**config.mk**
```make
export PLATFORM = sky130hd
export DESIGN_NAME = queue_stack_buffer_core_flat
export DESIGN_NICKNAME = d
export VERILOG_FILES = /design/src/rtl/core/qsb_pkg.sv /design/src/rtl/core/qsb_if.sv /design/src/rtl/core/qsb_fifo.sv /design/src/rtl/core/qsb_front.sv /design/src/rtl/core/qsb_back.sv /design/src/rtl/core/queue_stack_buffer_core.sv /design/src/flat_wrapper.sv
export VERILOG_INCLUDE_DIRS = /design/src /design/src/rtl/core
export SDC_FILE = /design/constraint.sdc
export NUM_CORES = 2
export LEC_CHECK = 0
export ABC_CLOCK_PERIOD_IN_PS = 6200
export BUFFER_PORTS_ARGS = -buffer_cell sky130_fd_sc_hd__clkbuf_2
export CORE_ASPECT_RATIO = 1.4
export CORE_MARGIN = 3
export CORE_UTILIZATION = 40
export CTS_CLUSTER_DIAMETER = 40
export DETAILED_ROUTE_END_ITERATION = 10
export SETUP_SLACK_MARGIN = 0.2
export SYNTH_ARGS = -nofsm -noshare
export SYNTH_HDL_FRONTEND = slang
export SYNTH_MEMORY_MAX_BITS = 65536
export SYNTH_SLANG_ARGS = --single-unit
```
**constraint.sdc**
```tcl
create_clock -name clk_i -period 6.2 [get_ports clk_i]
set_input_delay 0.93 -clock clk_i [delete_from_list [all_inputs] [get_ports clk_i]]
set_output_delay 0.93 -clock clk_i [all_outputs]
set_load 0.01 [all_outputs]
```
**src/rtl/core/queue_stack_buffer_core_assert.svh**
```systemverilog
// ----------------------------------------------------------------------------
// queue_stack_buffer_core_assert.svh
// Assertion macros shared by the buffer core modules (clk_i / rst_ni domain).
// ----------------------------------------------------------------------------
`ifndef QUEUE_STACK_BUFFER_CORE_ASSERT_SVH
`define QUEUE_STACK_BUFFER_CORE_ASSERT_SVH

// Condition must hold whenever the trigger holds.
`define QSB_ASSERT_NOW(lbl, trig, cond, msg) \
  lbl: assert property (@(posedge clk_i) disable iff (!rst_ni) (trig) |-> (cond)) \
    else $error(msg);

// Condition must hold in the cycle after the trigger.
`define QSB_ASSERT_NEXT(lbl, trig, cond, msg) \
  lbl: assert property (@(posedge clk_i) disable iff (!rst_ni) (trig) |=> (cond)) \
    else $error(msg);

`endif

```
**src/rtl/core/qsb_pkg.sv**
```systemverilog
// ----------------------------------------------------------------------------
// qsb_pkg
// Types and constants of the queue/stack buffer core.
// ----------------------------------------------------------------------------
package qsb_pkg;

  localparam int unsigned DEPTH_DEFAULT = 128;
  localparam int unsigned WORD_W        = 32;
  localparam int unsigned IDX_W         = 7;
  localparam int unsigned OCC_W         = 8;

  typedef enum logic [1:0] {
    CMD_PUSH = 2'd0,
    CMD_POP  = 2'd1,
    CMD_READ = 2'd2
  } cmd_e;

  typedef enum logic [1:0] {
    ST_OK        = 2'd0,
    ST_UNDERFLOW = 2'd1,
    ST_FULL      = 2'd2,
    ST_RANGE     = 2'd3
  } status_e;

  typedef enum logic [1:0] {
    MOP_NONE  = 2'd0,
    MOP_WRITE = 2'd1,
    MOP_READ  = 2'd2
  } mem_op_e;

  // Control part of a request handed from front to back.
  typedef struct packed {
    mem_op_e           op;
    status_e           status;
    logic [OCC_W-1:0]  occupancy;
  } meta_t;

  localparam int unsigned META_W = $bits(meta_t);

endpackage

```
**src/rtl/core/qsb_if.sv**
```systemverilog
// ----------------------------------------------------------------------------
// qsb_if
// Valid/ready channel interfaces for commands and results.
// ----------------------------------------------------------------------------
interface qsb_in_if;
  logic                              valid;
  logic                              ready;
  logic [1:0]                        command;
  logic signed [qsb_pkg::WORD_W-1:0] push_value;
  logic [qsb_pkg::IDX_W-1:0]         index;

  modport source (output valid, command, push_value, index, input ready);
  modport sink   (input valid, command, push_value, index, output ready);
endinterface

interface qsb_out_if;
  logic                              valid;
  logic                              ready;
  logic signed [qsb_pkg::WORD_W-1:0] value;
  logic [1:0]                        status;
  logic [qsb_pkg::OCC_W-1:0]         occupancy;

  modport source (output valid, value, status, occupancy, input ready);
  modport sink   (input valid, value, status, occupancy, output ready);
endinterface

```
**src/rtl/core/qsb_fifo.sv**
```systemverilog
// ----------------------------------------------------------------------------
// qsb_fifo
// Two-entry request queue between the front and back parts.
// ----------------------------------------------------------------------------
module qsb_fifo #(
  parameter int unsigned W = 8
) (
  input  logic         clk_i,
  input  logic         rst_ni,
  input  logic         push_i,
  input  logic [W-1:0] push_data_i,
  output logic         full_o,
  input  logic         pop_i,
  output logic         valid_o,
  output logic [W-1:0] head_o
);

  logic [W-1:0] data_q [2];
  logic         wr_q, wr_d;
  logic         rd_q, rd_d;
  logic [1:0]   cnt_q, cnt_d;

  always_comb begin
    wr_d  = wr_q ^ push_i;
    rd_d  = rd_q ^ pop_i;
    cnt_d = cnt_q + 2'(push_i) - 2'(pop_i);
  end

  always_ff @(posedge clk_i or negedge rst_ni) begin
    if (!rst_ni) begin
      wr_q  <= 1'b0;
      rd_q  <= 1'b0;
      cnt_q <= 2'd0;
    end else begin
      wr_q  <= wr_d;
      rd_q  <= rd_d;
      cnt_q <= cnt_d;
    end
  end

  always_ff @(posedge clk_i) begin
    if (push_i) begin
      data_q[wr_q] <= push_data_i;
    end
  end

  assign full_o  = cnt_q == 2'd2;
  assign valid_o = cnt_q != 2'd0;
  assign head_o  = data_q[rd_q];

endmodule

```
**src/rtl/core/qsb_front.sv**
```systemverilog
// ----------------------------------------------------------------------------
// qsb_front
// Takes commands, checks them against the count, moves the pointers and
// turns each into a store request with its status and new occupancy.
// ----------------------------------------------------------------------------
`include "queue_stack_buffer_core_assert.svh"

module qsb_front #(
  parameter int unsigned DEPTH = qsb_pkg::DEPTH_DEFAULT,
  localparam int unsigned AW   = $clog2(DEPTH),
  localparam int unsigned CW   = $clog2(DEPTH + 1)
) (
  input  logic                   clk_i,
  input  logic                   rst_ni,
  input  logic                   cfg_we_i,
  input  logic                   cfg_wdata_i,
  qsb_in_if.sink                 req_i,
  input  logic                   q_full_i,
  output logic                   q_push_o,
  output qsb_pkg::meta_t         q_meta_o,
  output logic [AW-1:0]          q_addr_o,
  output logic [qsb_pkg::WORD_W-1:0] q_data_o
);

  localparam int unsigned IW = (CW > qsb_pkg::IDX_W) ? CW : qsb_pkg::IDX_W;

  logic          mode_q;
  logic [AW-1:0] ptr_q, ptr_d;
  logic [CW-1:0] cnt_q, cnt_d;
  logic          accept;
  logic          full;
  logic          empty;

  // Slot that lies off entries beyond the oldest one, wrapped at DEPTH.
  function automatic logic [AW-1:0] slot(input logic [AW-1:0] base,
                                         input logic [AW-1:0] off);
    logic [AW:0] sum;
    sum = {1'b0, base} + {1'b0, off};
    if (sum >= (AW+1)'(DEPTH)) begin
      sum = sum - (AW+1)'(DEPTH);
    end
    return sum[AW-1:0];
  endfunction

  assign req_i.ready = !q_full_i;
  assign accept      = req_i.valid && req_i.ready;
  assign full        = cnt_q == CW'(DEPTH);
  assign empty       = cnt_q == '0;

  always_comb begin
    ptr_d            = ptr_q;
    cnt_d            = cnt_q;
    q_meta_o.op      = qsb_pkg::MOP_NONE;
    q_meta_o.status  = qsb_pkg::ST_OK;
    q_addr_o         = ptr_q;
    q_data_o         = req_i.push_value;
    case (qsb_pkg::cmd_e'(req_i.command))
      qsb_pkg::CMD_PUSH: begin
        if (full) begin
          q_meta_o.status = qsb_pkg::ST_FULL;
        end else begin
          q_meta_o.op = qsb_pkg::MOP_WRITE;
          q_addr_o    = slot(ptr_q, AW'(cnt_q));
          cnt_d       = cnt_q + CW'(1);
        end
      end
      qsb_pkg::CMD_POP: begin
        if (empty) begin
          q_meta_o.status = qsb_pkg::ST_UNDERFLOW;
        end else begin
          q_meta_o.op = qsb_pkg::MOP_READ;
          cnt_d       = cnt_q - CW'(1);
          if (mode_q) begin
            q_addr_o = slot(ptr_q, AW'(cnt_d));
          end else begin
            q_addr_o = ptr_q;
            ptr_d    = slot(ptr_q, AW'(1));
          end
        end
      end
      qsb_pkg::CMD_READ: begin
        if (IW'(req_i.index) >= IW'(cnt_q)) begin
          q_meta_o.status = qsb_pkg::ST_RANGE;
        end else begin
          q_meta_o.op = qsb_pkg::MOP_READ;
          q_addr_o    = slot(ptr_q, AW'(req_i.index));
        end
      end
      default: begin
      end
    endcase
    q_meta_o.occupancy = qsb_pkg::OCC_W'(cnt_d);
  end

  assign q_push_o = accept;

  always_ff @(posedge clk_i or negedge rst_ni) begin
    if (!rst_ni) begin
      mode_q <= 1'b0;
      ptr_q  <= '0;
      cnt_q  <= '0;
    end else begin
      if (cfg_we_i) begin
        mode_q <= cfg_wdata_i;
      end
      if (accept) begin
        ptr_q <= ptr_d;
        cnt_q <= cnt_d;
      end
    end
  end

  `QSB_ASSERT_NOW(a_cnt_bound, 1'b1, cnt_q <= CW'(DEPTH), "count above depth")
  `QSB_ASSERT_NEXT(a_full_drop, accept && full &&
                   req_i.command == qsb_pkg::CMD_PUSH,
                   cnt_q == CW'(DEPTH), "dropped push changed count")
  `QSB_ASSERT_NEXT(a_read_keeps, accept && req_i.command == qsb_pkg::CMD_READ,
                   $stable(cnt_q) && $stable(ptr_q), "read moved pointers")

endmodule

```
**src/rtl/core/qsb_back.sv**
```systemverilog
// ----------------------------------------------------------------------------
// qsb_back
// Carries out store requests on the word memory and holds the result
// register toward the output channel.
// ----------------------------------------------------------------------------
`include "queue_stack_buffer_core_assert.svh"

module qsb_back #(
  parameter int unsigned DEPTH = qsb_pkg::DEPTH_DEFAULT,
  localparam int unsigned AW   = $clog2(DEPTH)
) (
  input  logic                       clk_i,
  input  logic                       rst_ni,
  input  logic                       q_valid_i,
  input  qsb_pkg::meta_t             q_meta_i,
  input  logic [AW-1:0]              q_addr_i,
  input  logic [qsb_pkg::WORD_W-1:0] q_data_i,
  output logic                       q_pop_o,
  qsb_out_if.source                  rsp_o
);

  logic [qsb_pkg::WORD_W-1:0] mem [DEPTH];
  logic [qsb_pkg::WORD_W-1:0] rd_q;
  qsb_pkg::meta_t             meta_q;
  logic                       out_valid_q;
  logic                       advance;

  // Result register frees up when empty or being taken this cycle.
  assign advance = !out_valid_q || rsp_o.ready;
  assign q_pop_o = advance && q_valid_i;

  always_ff @(posedge clk_i) begin
    if (q_pop_o && q_meta_i.op == qsb_pkg::MOP_WRITE) begin
      mem[q_addr_i] <= q_data_i;
    end
    if (q_pop_o && q_meta_i.op == qsb_pkg::MOP_READ) begin
      rd_q <= mem[q_addr_i];
    end
    if (q_pop_o) begin
      meta_q <= q_meta_i;
    end
  end

  always_ff @(posedge clk_i or negedge rst_ni) begin
    if (!rst_ni) begin
      out_valid_q <= 1'b0;
    end else if (advance) begin
      out_valid_q <= q_valid_i;
    end
  end

  assign rsp_o.valid     = out_valid_q;
  assign rsp_o.value     = (meta_q.op == qsb_pkg::MOP_READ) ? rd_q : '0;
  assign rsp_o.status    = meta_q.status;
  assign rsp_o.occupancy = meta_q.occupancy;

  `QSB_ASSERT_NEXT(a_rd_hold, out_valid_q && !rsp_o.ready, $stable(rd_q),
                   "read data moved under stall")
  `QSB_ASSERT_NOW(a_err_zero, out_valid_q && rsp_o.status != qsb_pkg::ST_OK,
                  rsp_o.value == '0, "error result carries a value")
  `QSB_ASSERT_NEXT(a_write_zero, q_pop_o && q_meta_i.op == qsb_pkg::MOP_WRITE,
                   out_valid_q && rsp_o.value == '0, "push result not zero")

endmodule

```
**src/rtl/core/queue_stack_buffer_core.sv**
```systemverilog
// ----------------------------------------------------------------------------
// queue_stack_buffer_core
// Fixed-depth buffer of signed words with queue or stack pop and indexed
// read. Front decodes commands and keeps the pointers, back owns the memory.
//
//   channel | dir | handshake        | payload
//   --------+-----+------------------+-------------------------------
//   req_i   | in  | valid/ready      | command, push_value, index
//   rsp_o   | out | valid/ready      | value, status, occupancy
//   cfg     | in  | cfg_we_i         | cfg_wdata_i (stack_mode)
//
// One request per cycle is taken while the two-entry queue has room.
// A request passes through the queue and then the registered memory access
// before its result appears.
// Output stalls fill the queue, then drop req_i.ready.
// No clearing pass after reset; memory contents are only read once written.
// ----------------------------------------------------------------------------
module queue_stack_buffer_core #(
  parameter int unsigned DEPTH = qsb_pkg::DEPTH_DEFAULT
) (
  input  logic      clk_i,
  input  logic      rst_ni,
  input  logic      cfg_we_i,
  input  logic      cfg_wdata_i,
  qsb_in_if.sink    req_i,
  qsb_out_if.source rsp_o
);

  localparam int unsigned AW = $clog2(DEPTH);
  localparam int unsigned QW = qsb_pkg::META_W + AW + qsb_pkg::WORD_W;

  logic                       f_push;
  qsb_pkg::meta_t             f_meta;
  logic [AW-1:0]              f_addr;
  logic [qsb_pkg::WORD_W-1:0] f_data;
  logic                       q_full;
  logic                       q_valid;
  logic                       q_pop;
  logic [QW-1:0]              q_head;
  qsb_pkg::meta_t             b_meta;
  logic [AW-1:0]              b_addr;
  logic [qsb_pkg::WORD_W-1:0] b_data;

  qsb_front #(.DEPTH(DEPTH)) u_front (
    .clk_i       (clk_i),
    .rst_ni      (rst_ni),
    .cfg_we_i    (cfg_we_i),
    .cfg_wdata_i (cfg_wdata_i),
    .req_i       (req_i),
    .q_full_i    (q_full),
    .q_push_o    (f_push),
    .q_meta_o    (f_meta),
    .q_addr_o    (f_addr),
    .q_data_o    (f_data)
  );

  qsb_fifo #(.W(QW)) u_fifo (
    .clk_i       (clk_i),
    .rst_ni      (rst_ni),
    .push_i      (f_push),
    .push_data_i ({f_meta, f_addr, f_data}),
    .full_o      (q_full),
    .pop_i       (q_pop),
    .valid_o     (q_valid),
    .head_o      (q_head)
  );

  assign {b_meta, b_addr, b_data} = q_head;

  qsb_back #(.DEPTH(DEPTH)) u_back (
    .clk_i     (clk_i),
    .rst_ni    (rst_ni),
    .q_valid_i (q_valid),
    .q_meta_i  (b_meta),
    .q_addr_i  (b_addr),
    .q_data_i  (b_data),
    .q_pop_o   (q_pop),
    .rsp_o     (rsp_o)
  );

endmodule

```
**src/flat_wrapper.sv**
```systemverilog
// flat-port wrapper written by rule: the top's interface ports become plain ports
module queue_stack_buffer_core_flat 
#(
  parameter int unsigned DEPTH = qsb_pkg::DEPTH_DEFAULT
)
  (clk_i, rst_ni, cfg_we_i, cfg_wdata_i, req_i_valid, req_i_command, req_i_push_value, req_i_index, req_i_ready, rsp_o_valid, rsp_o_value, rsp_o_status, rsp_o_occupancy, rsp_o_ready);
  qsb_in_if req_i_i ();
  qsb_out_if rsp_o_i ();
  input  logic clk_i;
  input  logic rst_ni;
  input  logic cfg_we_i;
  input  logic cfg_wdata_i;
  input wire logic [$bits(req_i_i.valid)-1:0] req_i_valid;
  input wire logic [$bits(req_i_i.command)-1:0] req_i_command;
  input wire logic [$bits(req_i_i.push_value)-1:0] req_i_push_value;
  input wire logic [$bits(req_i_i.index)-1:0] req_i_index;
  output wire logic [$bits(req_i_i.ready)-1:0] req_i_ready;
  output wire logic [$bits(rsp_o_i.valid)-1:0] rsp_o_valid;
  output wire logic [$bits(rsp_o_i.value)-1:0] rsp_o_value;
  output wire logic [$bits(rsp_o_i.status)-1:0] rsp_o_status;
  output wire logic [$bits(rsp_o_i.occupancy)-1:0] rsp_o_occupancy;
  input wire logic [$bits(rsp_o_i.ready)-1:0] rsp_o_ready;
  assign req_i_i.valid = req_i_valid;
  assign req_i_i.command = req_i_command;
  assign req_i_i.push_value = req_i_push_value;
  assign req_i_i.index = req_i_index;
  assign req_i_ready = req_i_i.ready;
  assign rsp_o_valid = rsp_o_i.valid;
  assign rsp_o_value = rsp_o_i.value;
  assign rsp_o_status = rsp_o_i.status;
  assign rsp_o_occupancy = rsp_o_i.occupancy;
  assign rsp_o_i.ready = rsp_o_ready;
  queue_stack_buffer_core #(.DEPTH(DEPTH)) u_core (.clk_i(clk_i), .rst_ni(rst_ni), .cfg_we_i(cfg_we_i), .cfg_wdata_i(cfg_wdata_i), .req_i(req_i_i), .rsp_o(rsp_o_i));
endmodule
```
==> results.py <==
metrics = {
    "run_status": {
        "status": "complete, but fails checks",
        "violations": "capacitance limit, slew limit",
    },
    "floorplanning": {
        "die_area_um2": 400000,
        "io_pins": 91,
        "die_h_um": 747,
        "initial_core_util_pct": 40.3,
        "die_w_um": 536,
        "core-area_um2": 390000,
        "row_count": 271,
    },
    "min_path": {
        "hold_path_class": "input pin to register",
    },
    "route": {
        "via_count": 93065,
        "wl_um": 537000,
        "drt_iter0_markers": 15390,
        "via_per_inst": 6.33,
        "drtPass1Iterations": 6,
        "drc": 0,
        "detail_route.wl_per_cell_um": 36.5,
        "antenna_left": 0,
    },
    "power": {
        "pwr_density_cell_nw_per_um2": 483,
        "ir_drop_mv": 0.445,
        "power_leakage_nw": 56.2,
        "power.total_mw": 88.0,
    },
    "placed_design": {
        "dp_hpwl_um": 315000,
        "post-place-ws_ps": 412,
        "routabilityCongestion": 0.881,
        "dpl_cell_area_um2": 168000,
        "post-place-cells": 13815,
        "io_buffers": 90,
    },
    "timing": {
        "setup_viol": 0,
        "tns_ps": 0,
        "drv_slew": 13,
        "layout_setup_ws_ps": 413,
        "slew_headroom_pct": -14.0,
        "clock.fmax_mhz": 173,
        "min_period_ps": 5790,
        "final.period_utilization_pct": 93.3,
        "rsz0062_at_grt": "false",
        "hold_viol": 0,
        "worst_slew_pin_slew_ps": 1690,
        "skew_ps": 98.6,
    },
    "clocking": {
        "h-tree-depth": 5,
        "cts_root_buf": "clkbuf_16",
        "cts_tree": "done",
        "cts.sinks": 4263,
        "cts_buffer_depth": 4,
        "cts-resized-gates": 0,
        "clkLatencyLatePin_ps": 1020,
        "path_clk_slew_ps": 60,
        "cts_buffers": 424,
    },
    "setup_path": {
        "worstPathCellList": "nand2_1, o32a_2, buf_4, buf_4, o22ai_1, a221o_1, o21ai_0, a31oi_1, or4_1",
        "crit_path_max_fanout": 64,
        "critPathKind": "register to register",
        "crit_path_frequent_cell": "buf_4",
        "critPathCaptureType": "register",
        "critPathTopFamily": "compound AO/OA/AOI/OAI gates",
        "path_buf_inv": 2,
        "critPathSlowestCell": "o32a_2",
        "crit_path_start_kind": "register",
        "max_stage_delay_ps": 1040,
        "arrival_ps": 6500,
        "cp.required_ps": 6910,
    },
    "yosys": {
        "syn_inst": 8582,
        "syn-cell-area_um2": 157000,
        "ys.flop_type": "edfxtp_1",
        "syn_nets": 8665,
        "yosysSeqAreaShare_pct": 81.4,
        "synth_area_per_cell_um2": 18.3,
        "synth_edf_count": 4242,
        "synthArstFlopShare_pct": 0.493,
        "ys_ff_latch": 4263,
        "synth_cell_types": 74,
        "ys_warn_count": 0,
    },
    "global_routing": {
        "grt_max_degree": 84,
        "grt_pass1_vias": 90485,
        "grt_overflow_total": 0,
        "track_usage_pct": 26.0,
        "grt_pass1_wl_um": 735000,
        "antenna_found_initial": 67,
    },
    "finish": {
        "n_fill_cell": 32524,
        "drive_gt1_share_pct": 16.3,
        "nets": 9138,
        "syn2layout_area_growth_pct": 15.9,
        "final_cells": 14697,
        "fin_area_um2": 182000,
    },
    "job": {
        "drv_cap": 2,
    },
}
[area by class of cell]
type                    count  area [µm²]  share of cell area [%]
multi-input cells        3709       27800                    15.3
clock inverters           290        2970                    1.63
clock buffers             491       11000                    6.06
diodes                    100         250                   0.138
well taps                5187        6490                    3.57
inverters                  34         128                  0.0701
flip-flops and latches   4263      128000                    70.3
repair buffers            623        5390                    2.96
[placed cells by master (no fill, tap or decap), drive strengths merged, types with 21 or more instances in the layout]
cell      instances
o21ai           110
edfxtp         4242
a31oi           155
o22a             31
a222oi           91
nor2            151
dfrtp            21
a2bb2oi          48
o22ai            55
mux2             54
a22o             33
a31o             25
clkinvlp         44
clkinv          172
a22oi          1480
mux2i           205
bufinv           41
buf             532
nand2           374
clkbuf          581
ha               33
inv              67
a221oi           71
diode           100
or4              28
nor4             23
a41o             40
nand4            67
xnor2            23
a21oi           227
a41oi           150
nand3            34
and2             34
[through the flow]
stage / hold slack, ps / utilization [%]
after floorplan: 452 / -
after CTS: 93.0 / 46.6
after detailed placement: 487 / 43.0
final: 124 / 46.7
after global placement: 466 / 43.0
after global routing: 109 / 46.7
[timing repair]
| item | 4_1_cts | 5_1_grt |
|---|---|---|
| hold endpoints to repair | 3 | 0 |
| hold buffers | 1 | 0 |
| buffers inserted | 0 | 0 |
[cells by family after synthesis]
family	count (synthesis)	synth area share [%]
adder cells (fa/ha/maj)	36	0.301
AND/OR/NAND/NOR	779	2.29
XOR/XNOR	32	0.178
multiplexers	259	1.69
AO/OA/AOI/OAI	2603	12.3
buffers and inverters	610	1.77
flip-flops	4263	81.4
[worst paths after layout]
kind                       slack (ps)                                    end  cells past startpoint                        startpoint
max in group asynchronous        5080           u_core.u_fifo.rd_q$_DFF_PN0_                      2                            rst_ni
hold / removal                    120  u_core.u_fifo.data_q[0][10]$_DFFE_PP_                      1              req_i_push_value[10]
min in group asynchronous         570    u_core.u_front.cnt_q[4]$_DFFE_PN0P_                      2                            rst_ni
hold reg to reg                   490  u_core.u_back.rsp_o.valid$_DFFE_PN0P_                      2  u_core.u_fifo.cnt_q[0]$_DFF_PN0_
setup / recovery                  410       u_core.u_back.rd_q[21]$_DFFE_PP_                      9      u_core.u_fifo.rd_q$_DFF_PN0_
setup reg to reg                  410       u_core.u_back.rd_q[21]$_DFFE_PP_                      9      u_core.u_fifo.rd_q$_DFF_PN0_
[where the power goes]
group / internal [mW] / total, mW / switching, mW / leakage (nW)
Combinational: 6.46 / 25.6 / 19.1 / 11.0
Clock: 14.6 / 25.9 / 11.3 / 6.72
Sequential: 36.0 / 36.5 / 0.547 / 38.4
Total: 57.0 / 88.0 / 30.9 / 56.2
[per-layer routing]
metal,up-vias,routed length [µm],GRT usage (%)
li1,37071,-,-
met1,48228,184000,31.7
met2,6541,257000,42.2
met3,1209,52800,4.31
met4,16,43300,18.4
met5,-,104,0
[state kept, by name (all words and copies together) (netlist names), 2 cells and up]
register,count
u_core.u_back.mem,4096
u_core.u_back.meta_q,2
u_core.u_back.rd_q,32
u_core.u_back.rsp_o.occupancy,8
u_core.u_back.rsp_o.status,2
u_core.u_fifo.cnt_q,2
u_core.u_fifo.data_q,102
u_core.u_front.cnt_q,8
u_core.u_front.ptr_q,7
[worst reg2reg max path, cell delays in order (launching register included)]
cell	delay (ps)
dfrtp_4	760
nand2_1	470
o32a_2	1040
buf_4	430
buf_4	170
o22ai_1	80
a221o_1	270
o21ai_0	1000
a31oi_1	680
or4_1	680
[cells in the mapped netlist (8+ instances only)]
cell type,count,area (µm²)
buf_4,19,143
nor3_1,17,85.1
a222oi_1,91,911
a2bb2oi_1,48,420
nor2_1,151,567
a31o_2,25,219
or4_1,28,210
a41oi_1,150,1310
xor2_1,9,78.8
mux2i_1,205,2050
nand2_1,374,1400
a221o_1,15,150
xnor2_1,23,201
buf_6,11,124
dfrtp_1,21,526
buf_1,90,338
o22a_1,31,272
buf_2,271,1360
and2_1,34,213
a221oi_1,71,622
mux2_2,54,608
ha_1,33,413
inv_1,33,124
o41ai_1,16,140
clkbuf_1,185,694
o21ai_0,110,551
o22ai_1,55,344
a21oi_1,227,1140
edfxtp_1,4242,127000
a22o_1,33,289
a31oi_1,155,970
nor2b_1,10,62.6
a22oi_1,1480,11100
nand4_1,67,419
a41o_1,40,400
a21o_1,8,60.1
nor4_1,23,144
nand3_1,34,170
No activity file was read; power rests on OpenSTA's default activity.
